**src/rtl/rdsm_pkg.sv**
```systemverilog
// shared types and constants for the dot-star pattern matcher
package rdsm_pkg;

  localparam int PATTERN_MAX_DEF = 16;
  localparam int CHAR_W          = 8;
  localparam int LEN_W           = 5;
  localparam int CHARS_W         = 128;
  localparam int APB_AW          = 5;
  localparam int APB_DW          = 64;

  localparam logic [CHAR_W-1:0] DOT_CHAR  = 8'h2E;
  localparam logic [CHAR_W-1:0] STAR_CHAR = 8'h2A;

  localparam logic KIND_START = 1'b0;
  localparam logic KIND_BYTE  = 1'b1;

  localparam logic [1:0] REG_CHARS_LOW  = 2'd0;
  localparam logic [1:0] REG_CHARS_HIGH = 2'd1;
  localparam logic [1:0] REG_LENGTH     = 2'd2;

  typedef struct packed {
    logic [CHARS_W-1:0] chars;
    logic [LEN_W-1:0]   length;
  } rdsm_cfg_t;

endpackage

```
**src/rtl/regex_dot_star_matcher.sv**
```systemverilog
// top level of the streaming dot-star pattern matcher
//
// channel   dir   handshake                      contents
// s_axis    in    s_axis_tvalid / s_axis_tready  tdata text_char, tuser kind
// m_axis    out   m_axis_tvalid / m_axis_tready  tdata matched
// apb       in    psel, penable, pwrite, pready  pattern bytes, pattern length
//
// one transaction in, one transaction out; one item per cycle sustained while m_axis_tready is high
// result reg and tvalid load together when the item in the input reg advances
// the column update is one combinational pass between the input and result regs
// rst_ni clears the column, so text bytes before a start give matched 0
// a stalled output holds its result while the input reg still takes one item
module regex_dot_star_matcher #(
  parameter int PATTERN_MAX = rdsm_pkg::PATTERN_MAX_DEF
) (
  input  logic                        clk_i,
  input  logic                        rst_ni,
  input  logic                        s_axis_tvalid,
  output logic                        s_axis_tready,
  input  logic [7:0]                  s_axis_tdata,  // [7:0] text_char
  input  logic                        s_axis_tuser,  // [0] kind
  output logic                        m_axis_tvalid,
  input  logic                        m_axis_tready,
  output logic [7:0]                  m_axis_tdata,  // [0] matched, [7:1] zero
  input  logic                        psel,
  input  logic                        penable,
  input  logic                        pwrite,
  input  logic [rdsm_pkg::APB_AW-1:0] paddr,
  input  logic [rdsm_pkg::APB_DW-1:0] pwdata,
  output logic [rdsm_pkg::APB_DW-1:0] prdata,
  output logic                        pready
);
  import rdsm_pkg::*;

  rdsm_cfg_t         cfg;
  logic              in_valid_q;
  logic              in_kind_q;
  logic [CHAR_W-1:0] in_char_q;
  logic              out_valid_q;
  logic              out_matched_q;
  logic              advance;
  logic              accept;
  logic              matched;

  assign advance       = in_valid_q & (~out_valid_q | m_axis_tready);
  assign s_axis_tready = ~in_valid_q | advance;
  assign accept        = s_axis_tvalid & s_axis_tready;

  rdsm_regs u_regs (
    .clk_i   (clk_i),
    .rst_ni  (rst_ni),
    .psel    (psel),
    .penable (penable),
    .pwrite  (pwrite),
    .paddr   (paddr),
    .pwdata  (pwdata),
    .prdata  (prdata),
    .pready  (pready),
    .cfg_o   (cfg)
  );

  rdsm_column #(
    .PATTERN_MAX (PATTERN_MAX)
  ) u_column (
    .clk_i       (clk_i),
    .rst_ni      (rst_ni),
    .cfg_i       (cfg),
    .advance_i   (advance),
    .kind_i      (in_kind_q),
    .text_char_i (in_char_q),
    .matched_o   (matched)
  );

  always_ff @(posedge clk_i or negedge rst_ni) begin
    if (!rst_ni) begin
      in_valid_q  <= 1'b0;
      out_valid_q <= 1'b0;
    end else begin
      if (accept) begin
        in_valid_q <= 1'b1;
      end else if (advance) begin
        in_valid_q <= 1'b0;
      end
      if (advance) begin
        out_valid_q <= 1'b1;
      end else if (m_axis_tready) begin
        out_valid_q <= 1'b0;
      end
    end
  end

  always_ff @(posedge clk_i) begin
    if (accept) begin
      in_kind_q <= s_axis_tuser;
      in_char_q <= s_axis_tdata;
    end
    if (advance) begin
      out_matched_q <= matched;
    end
  end

  assign m_axis_tvalid = out_valid_q;
  assign m_axis_tdata  = {7'b0, out_matched_q};

  a_advance_fills_out: assert property (@(posedge clk_i) disable iff (!rst_ni)
    advance |=> out_valid_q)
    else $error("result reg not loaded after advance");

  a_full_and_stalled: assert property (@(posedge clk_i) disable iff (!rst_ni)
    in_valid_q && out_valid_q && !m_axis_tready |-> !s_axis_tready)
    else $error("input taken while both stages are full and stalled");

  a_out_held_when_stalled: assert property (@(posedge clk_i) disable iff (!rst_ni)
    m_axis_tvalid && !m_axis_tready |=> m_axis_tvalid && $stable(m_axis_tdata))
    else $error("stalled result changed or dropped");

endmodule

```
**src/rtl/rdsm_regs.sv**
```systemverilog
// apb register file holding the pattern bytes and pattern length
module rdsm_regs (
  input  logic                       clk_i,
  input  logic                       rst_ni,
  input  logic                       psel,
  input  logic                       penable,
  input  logic                       pwrite,
  input  logic [rdsm_pkg::APB_AW-1:0] paddr,
  input  logic [rdsm_pkg::APB_DW-1:0] pwdata,
  output logic [rdsm_pkg::APB_DW-1:0] prdata,
  output logic                       pready,
  output rdsm_pkg::rdsm_cfg_t        cfg_o
);
  import rdsm_pkg::*;

  logic [APB_DW-1:0] chars_low_q;
  logic [APB_DW-1:0] chars_high_q;
  logic [LEN_W-1:0]  length_q;
  logic [1:0]        reg_idx;
  logic              wr_en;

  assign pready  = 1'b1;
  assign reg_idx = paddr[4:3];
  assign wr_en   = psel & penable & pwrite & pready;

  always_ff @(posedge clk_i or negedge rst_ni) begin
    if (!rst_ni) begin
      chars_low_q  <= '0;
      chars_high_q <= '0;
      length_q     <= '0;
    end else if (wr_en) begin
      case (reg_idx)
        REG_CHARS_LOW:  chars_low_q  <= pwdata;
        REG_CHARS_HIGH: chars_high_q <= pwdata;
        REG_LENGTH:     length_q     <= pwdata[LEN_W-1:0];
        default:        ;
      endcase
    end
  end

  always_comb begin
    case (reg_idx)
      REG_CHARS_LOW:  prdata = chars_low_q;
      REG_CHARS_HIGH: prdata = chars_high_q;
      REG_LENGTH:     prdata = {{(APB_DW-LEN_W){1'b0}}, length_q};
      default:        prdata = '0;
    endcase
  end

  assign cfg_o.chars  = {chars_high_q, chars_low_q};
  assign cfg_o.length = length_q;

endmodule

```
**src/rtl/rdsm_column.sv**
```systemverilog
// match column register and its combinational update logic
module rdsm_column #(
  parameter int PATTERN_MAX = rdsm_pkg::PATTERN_MAX_DEF
) (
  input  logic                        clk_i,
  input  logic                        rst_ni,
  input  rdsm_pkg::rdsm_cfg_t         cfg_i,
  input  logic                        advance_i,
  input  logic                        kind_i,
  input  logic [rdsm_pkg::CHAR_W-1:0] text_char_i,
  output logic                        matched_o
);
  import rdsm_pkg::*;

  localparam int COL_W = PATTERN_MAX + 1;
  localparam int NW    = $clog2(PATTERN_MAX + 1);

  logic [COL_W-1:0]  column_q;
  logic [COL_W-1:0]  column_d;
  logic [COL_W-1:0]  col_empty;
  logic [COL_W-1:0]  col_next;
  logic [NW-1:0]     n_used;
  logic [CHAR_W-1:0] pat [PATTERN_MAX];
  logic [PATTERN_MAX-1:0] hit_v;
  logic [PATTERN_MAX-1:0] star_v;
  logic [PATTERN_MAX-1:0] active_v;

  assign n_used = (cfg_i.length > LEN_W'(PATTERN_MAX)) ? NW'(PATTERN_MAX)
                                                        : cfg_i.length[NW-1:0];

  assign col_empty[0] = 1'b1;
  assign col_next[0]  = 1'b0;

  for (genvar g = 0; g < PATTERN_MAX; g++) begin : g_pos
    assign pat[g]      = cfg_i.chars[CHAR_W*g +: CHAR_W];
    assign hit_v[g]    = (pat[g] == DOT_CHAR) | (pat[g] == text_char_i);
    assign active_v[g] = NW'(g) < n_used;
    if (g == 0) begin : g_first
      assign star_v[g]       = 1'b0;
      assign col_empty[g+1]  = 1'b0;
      assign col_next[g+1]   = active_v[g] & column_q[g] & hit_v[g];
    end else begin : g_rest
      assign star_v[g]      = pat[g] == STAR_CHAR;
      assign col_empty[g+1] = active_v[g] & star_v[g] & col_empty[g-1];
      assign col_next[g+1]  = active_v[g] & (star_v[g]
                              ? (col_next[g-1] | (column_q[g+1] & hit_v[g-1]))
                              : (column_q[g] & hit_v[g]));
    end
  end

  assign column_d  = (kind_i == KIND_START) ? col_empty : col_next;
  assign matched_o = column_d[n_used];

  always_ff @(posedge clk_i or negedge rst_ni) begin
    if (!rst_ni) begin
      column_q <= '0;
    end else if (advance_i) begin
      column_q <= column_d;
    end
  end

  a_start_sets_empty: assert property (@(posedge clk_i) disable iff (!rst_ni)
    advance_i && kind_i == KIND_START |=> column_q[0])
    else $error("start did not set the empty prefix bit");

  a_byte_clears_empty: assert property (@(posedge clk_i) disable iff (!rst_ni)
    advance_i && kind_i == KIND_BYTE |=> !column_q[0])
    else $error("text byte left the empty prefix bit set");

  a_hold_when_idle: assert property (@(posedge clk_i) disable iff (!rst_ni)
    !advance_i |=> $stable(column_q))
    else $error("column changed without a transaction");

endmodule
```
**config.mk**
```make
export PLATFORM = sky130hd
export DESIGN_NAME = regex_dot_star_matcher
export DESIGN_NICKNAME = d
export VERILOG_FILES = /design/src/rtl/rdsm_pkg.sv /design/src/rtl/regex_dot_star_matcher.sv /design/src/rtl/rdsm_regs.sv /design/src/rtl/rdsm_column.sv
export SDC_FILE = /design/constraint.sdc
export NUM_CORES = 1
export LEC_CHECK = 0
export BUFFER_PORTS_ARGS = -buffer_cell sky130_fd_sc_hd__clkbuf_2
export CELL_PAD_IN_SITES_DETAIL_PLACEMENT = 1
export CELL_PAD_IN_SITES_GLOBAL_PLACEMENT = 1
export CORE_MARGIN = 2
export CORE_UTILIZATION = 40
export DETAILED_ROUTE_END_ITERATION = 16
export PLACE_DENSITY_LB_ADDON = 0.1
export SYNTH_ARGS = -nofsm -noshare
export SYNTH_HDL_FRONTEND = slang
export SYNTH_SLANG_ARGS = --single-unit
```
**constraint.sdc**
```tcl
create_clock -name clk_i -period 3.1 [get_ports clk_i]
set_clock_uncertainty 0.15 [all_clocks]
set_input_delay 0.31 -clock clk_i [delete_from_list [all_inputs] [get_ports clk_i]]
set_output_delay 0.31 -clock clk_i [all_outputs]
set_load 0.01 [all_outputs]
```
Word-level counts from Yosys, hierarchy flattened
Cells that the tools add are included.
Widths: inputs -> output; s select.
{"block": "word_totals", "wordCells": 206, "ff_bits": 162, "out_inout_bits": 75, "inputBits": 85}
{"block": "op_classes", "n_eq_ne": 49, "bitwise_logic": 100, "mux": 24, "magnitude_cmp": 18, "reduce_logical": 6}
{"cell": "$eq 8x6->1 const B", "count": 31}
{"cell": "$pmux 64 s3", "count": 1}
{"cell": "$eq 8x8->1", "count": 16}
{"cell": "$and 1x1->1", "count": 66}
{"cell": "$lt 4x5->1 const A", "count": 8}
{"cell": "$or 1x1->1", "count": 32}
{"cell": "$lt 3x5->1 const A", "count": 4}
{"cell": "$mux 1", "count": 20}
{"cell": "$mux 17", "count": 1}
{"cell": "$lt 1x5->1 const A", "count": 2}
{"cell": "$lt 2x5->1 const A", "count": 2}
{"cell": "$lt 5x6->1 const B", "count": 1}
{"cell": "$reduce_and 2->1", "count": 3}
{"cell": "$bmux 1 s5", "count": 1}
{"cell": "$gt 5x5->1 const B", "count": 1}
{"cell": "$mux 5", "count": 1}
{"cell": "$reduce_bool 2->1", "count": 2}
{"cell": "$eq 2x1->1 const B", "count": 1}
{"cell": "$eq 2x2->1 const B", "count": 1}
{"cell": "$logic_not 2->1", "count": 1}
{"cell": "$not 1->1", "count": 2}

Depth between registers and ports, before layout
{"block": "depth", "depth_word": 29, "mapped_depth": 13}

Cells and area by module
A second synthesis with hierarchy kept.
{"block": "unflattened", "cells_unflattened": 964, "hier_area_um2": 10536.4}
{"module": "rdsm_regs", "cells_each": 434, "n_inst": 1, "area_per_inst_um2": 6244.7, "seq_area_each_um2": 3328.2}
{"module": "rdsm_column", "cells_each": 503, "n_inst": 1, "area_per_inst_um2": 3823.7, "seq_area_each_um2": 425.4}
{"module": "regex_dot_star_matcher", "cells_each": 27, "n_inst": 1, "area_per_inst_um2": 467.9, "seq_area_each_um2": 350.3}

Worst setup path before layout
No wires, ideal clock.
{"block": "synth_timing", "path_kind": "register to register", "start": "reg u_regs.chars_low_q[12]", "end": "reg out_matched_q (data pin)", "path_stages_with_launch": 11, "setup_time_ns": 0.271, "slack_ns": 0.072, "period_less_slack_ns": 3.028, "arrival_ns": 2.607, "t_required_ns": 2.679, "path_cell_list": "dfrtp_1 or4b_4 or4_1 buf_2 nand3_2 a41oi_2 o31a_1 a211oi_2 nor3_1 o221ai_2 o211ai_1"}
{"block": "synth_between", "elab_chain_len": 29, "elab_cells_between_ends": 61, "cone_classes": "3 x eq/ne; 18 x mux; 40 x bitwise"}
{"element": "start: declaration", "line_no": "rdsm_regs.sv:16", "rtl": "logic [APB_DW-1:0] chars_low_q;"}
{"element": "start signal: assignment", "line_no": "rdsm_regs.sv:33", "rtl": "REG_CHARS_LOW: chars_low_q <= pwdata;"}
{"element": "$eq 8x6->1 / $eq 8x8->1 (equally long branches)", "line_no": "rdsm_column.sv:36", "rtl": "assign hit_v[g] = (pat[g] == DOT_CHAR) | (pat[g] == text_char_i);"}
{"element": "$or 1x1->1", "line_no": "rdsm_column.sv:36"}
{"element": "$and 1x1->1", "line_no": "rdsm_column.sv:47", "rtl": ": (column_q[g] & hit_v[g]));"}
{"element": "$mux 1", "line_no": "rdsm_column.sv:46", "rtl": "? (col_next[g-1] | (column_q[g+1] & hit_v[g-1]))"}
{"element": "$and 1x1->1", "line_no": "rdsm_column.sv:45", "rtl": "assign col_next[g+1] = active_v[g] & (star_v[g]"}
{"element": "$or 1x1->1", "line_no": "rdsm_column.sv:46"}
{"element": "$mux 1", "line_no": "rdsm_column.sv:46"}
{"element": "$and 1x1->1", "line_no": "rdsm_column.sv:45"}
{"element": "(+14 left out)"}
{"element": "$and 1x1->1", "line_no": "rdsm_column.sv:45"}
{"element": "$or 1x1->1", "line_no": "rdsm_column.sv:46"}
{"element": "$mux 1", "line_no": "rdsm_column.sv:46"}
{"element": "$and 1x1->1", "line_no": "rdsm_column.sv:45"}
{"element": "$mux 17 (*)", "line_no": "rdsm_column.sv:51", "rtl": "assign column_d = (kind_i == KIND_START) ? col_empty : col_next;"}
{"element": "$bmux 1 s5 (*)", "line_no": "rdsm_column.sv:52", "rtl": "assign matched_o = column_d[n_used];"}
{"element": "$mux 1 (not written as such) (*)", "line_no": "rdsm_column.sv:52"}
{"element": "via matched", "line_no": "regex_dot_star_matcher.sv:43", "rtl": "logic matched;"}
{"element": "end signal: assignment", "line_no": "regex_dot_star_matcher.sv:98", "rtl": "out_matched_q <= matched;"}
{"element": "end: declaration", "line_no": "regex_dot_star_matcher.sv:40", "rtl": "logic out_matched_q;"}
The timed path passes the listed nets; every way through them passes the cells marked *. The select of a mux whose other input is x is not followed.
A chain may end at the register's enable or synchronous reset.

Final worst setup path
Ends and elaborated chain as after synthesis.

==> results.py <==
metrics = {
    "outcome": {
        "status": "finished, violations left",
        "violations": "negative setup slack",
    },
    "placement": {
        "io_buffers": 148,
        "place_ws_ps": -138.4,
        "place_congestion": 0.8665,
        "dpl.hpwl_um": 25280,
    },
    "synth": {
        "synth_edf_count": 10,
        "synth_area_mm2": 0.01000,
        "ys_ff_latch": 162,
        "yosysUniqueCellTypes": 78,
        "synth_top_family_by_area": "multiplexers",
        "async_flop_share_pct": 93.83,
        "synthAdderAreaFrac_pct": 0,
        "synthCells": 984,
        "synth_flop_cell": "dfrtp_1",
        "yosysWarnings": 0,
        "yosysSeqAreaShare_pct": 41.04,
        "yosys.area_share.simple_pct": 15.05,
        "synthMuxAreaShare_pct": 20.37,
        "synth_compound_area_share_pct": 8.457,
        "synth_xor_area_share_pct": 11.21,
        "avgSynthCellArea_um2": 10.16,
    },
    "pwr": {
        "p_per_area_mw_per_mm2": 564.0,
        "p_total_uw": 7558,
        "leakage_uw": 0.005824,
        "ir_drop_v": 0.0002580,
    },
    "clocking": {
        "cts_made_buffers": 17,
        "path_clk_slew_ps": 80,
        "clock-sinks": 162,
        "clockRootBuffer": "clkbuf_16",
        "insertion_delay_ps": 450,
        "cts_tree": "done",
        "cts_max_path_buffers": 2,
        "ctsHtreeMaxLevel": 4,
    },
    "min_path": {
        "hold_path.class": "input pin to register",
    },
    "setup_path": {
        "endpoint_kind": "register",
        "cp_max_fo": 4,
        "cp-start-kind": "register",
        "cp.required_ps": 3130,
        "crit_arrival_ps": 3210,
        "worstSetupPathType": "register to register",
    },
    "timing": {
        "hold_viol_final": 0,
        "worst_slack_ps": -80.89,
        "fmax_mhz": 314.4,
        "relSlewSlack_pct": 53.13,
        "slew_violations": 0,
        "rsz0062_at_grt": "true",
        "finalSetupViolations": 1,
        "worstMarginPinSlew_ps": 703.0,
        "period_share_pct": 102.6,
        "finalCriticalPeriod_ps": 3181,
    },
    "die": {
        "die_w_um": 162.1,
        "core_mm2": 0.02446,
        "io_pins": 160,
        "die-area_mm2": 0.02628,
        "start_util_pct": 40.88,
        "std_cell_rows": 57,
        "die_h_um": 162.1,
    },
    "layout": {
        "layout-drive-gt1-share_pct": 37.21,
        "area_delta_synth_final_pct": 33.99,
        "fin_util_pct": 54.78,
        "diodes": 0,
        "nets": 1378,
    },
    "global_route": {
        "grt_pass1_wl_um": 54030,
        "grt_pass1_vias": 9321,
        "antenna_found_initial": 0,
        "grt.total_usage_pct": 26.88,
        "grt_max_degree": 65,
        "gr-total-overflow": 0,
    },
    "drt": {
        "wl_um": 34390,
        "drc_errors": 0,
        "vias_per_cell": 5.421,
        "firstDrtPassIters": 5,
        "initialDrtViolationCount": 446,
        "via_count": 8837,
        "drt.antenna.violating_nets": 0,
        "avgRoutedWirePerCell_um": 21.10,
    },
    "run": {
        "max-cap-violations": 0,
    },
}
-- placed cells by master (no fill, tap or decap), types with 5 or more instances in the layout --
master,instances
a21oi_1,20
a31oi_1,6
buf_4,128
buf_6,5
clkbuf_16,17
clkbuf_2,146
clkinv_4,5
conb_1,8
dfrtp_1,152
dlygate4sd3_1,70
edfxtp_1,10
inv_1,16
mux2_2,124
mux2i_1,64
nand2_1,64
nand2b_1,8
nand3_1,14
nand4_1,33
nor2_1,93
nor2_2,5
nor2b_1,6
nor3_1,10
nor3b_1,6
nor4_1,8
nor4_2,5
o211ai_1,5
o21ai_0,33
o21ai_1,10
o22ai_1,8
xnor2_1,96
xor2_1,32
-- worst paths after layout --
path                                        start  slack, ps                 endpoint  depth (start not counted)
max                        u_regs.chars_low_q[12]        -80            out_matched_q                          9
max in group asynchronous                  rst_ni       1640  u_regs.chars_high_q[43]                          3
min                                 m_axis_tready         10            m_axis_tvalid                          3
max reg2reg                u_regs.chars_low_q[12]        -80            out_matched_q                          9
min reg2reg                  u_column.column_q[0]        340     u_column.column_q[0]                          2
min in group asynchronous                  rst_ni        280  u_regs.chars_high_q[30]                          2
-- power by group --
| group | switching, uW | internal (uW) | leakage (uW) | total, uW |
|---|---|---|---|---|
| sequential | 535 | 2560 | 0.00198 | 3090 |
| clock | 1050 | 1080 | 0.000288 | 2120 |
| combinational | 1140 | 1210 | 0.00356 | 2340 |
-- state kept, by name, indices dropped and copies added, names as in the netlist --
name and cells:
u_regs.chars_high_q 64, in_valid_q 1, in_char_q 8, out_matched_q 1
u_column.column_q 17, in_kind_q 1, m_axis_tvalid 1, u_regs.length_q 5
u_regs.chars_low_q 64
-- per-layer routing --
| metal | wire [um] | up-vias | part of all wire, % | GRT usage, % |
|---|---|---|---|---|
| met4 | 386 | 0 | 1.1 | 5.792 |
| met5 | 0 | - | 0 | 0 |
| li1 | - | 4085 | - | - |
| met3 | 1382 | 28 | 4.0 | 4.035 |
| met2 | 16370 | 187 | 48 | 43.25 |
| met1 | 16250 | 4537 | 47 | 38.55 |
-- worst max-delay path, stage by stage (launching register included) --
cell,delay (ps)
dfrtp_1,390
or4b_4,580
or4_4,540
nand3_2,130
a41oi_4,140
o31a_1,390
o21ai_1,190
o21ai_1,90
nor3_1,180
o211ai_1,120
-- cell type report --
type	count	area, um^2
multi-input combinational	742	5707
fill	2710	11060
clock inverter	15	166.4
inverter	17	63.81
timing repair buffer	353	2529
clock buffer	17	425.4
tap	324	405.4
sequential	162	4104
-- synthesized netlist by cell type, types with 10 or more instances --
library cell    n  share of area (%)
dfrtp_1       152                 38
mux2_2        124                 14
nor2_1         98                3.7
xnor2_1        96                8.4
mux2i_1        64                6.4
nand2_1        64                2.4
o21ai_0        35                1.8
nand4_1        33                2.1
clkbuf_1       32                1.2
xor2_1         32                2.8
a21oi_1        22                1.1
buf_2          19               0.95
inv_1          16               0.60
nand3_1        14               0.70
nor3_1         13               0.65
nor4_1         12               0.75
edfxtp_1       10                3.0
o22ai_1        10               0.63
-- what timing repair did --
action,CTS,global route
pin swaps,20,27
hold endpoints to repair,189,0
setup buffers,9,8
resized for setup,11,25
endpoints found under the setup margin,3,5
hold buffers,70,0
-- kinds of logic after synthesis --
kind of cell    after synthesis
simple gates                292
mux                         188
flops                       162
xor+xnor                    128
compound gates              126
buf+inv                      86
other cells                   2
-- stage by stage --
stage	setup TNS [ps]	hold WS, ps	instance area (um^2)	cells
floorplan	0	-135.6	10020	990
global placement	-187.2	188.1	11820	1513
detailed placement	-270.6	193.7	11820	1513
CTS	-137.3	0.5406	13240	1624
global route	-524.5	2.139	13400	1630
finish	-80.89	11.95	13400	1630
(Power assumes the default switching activity.)
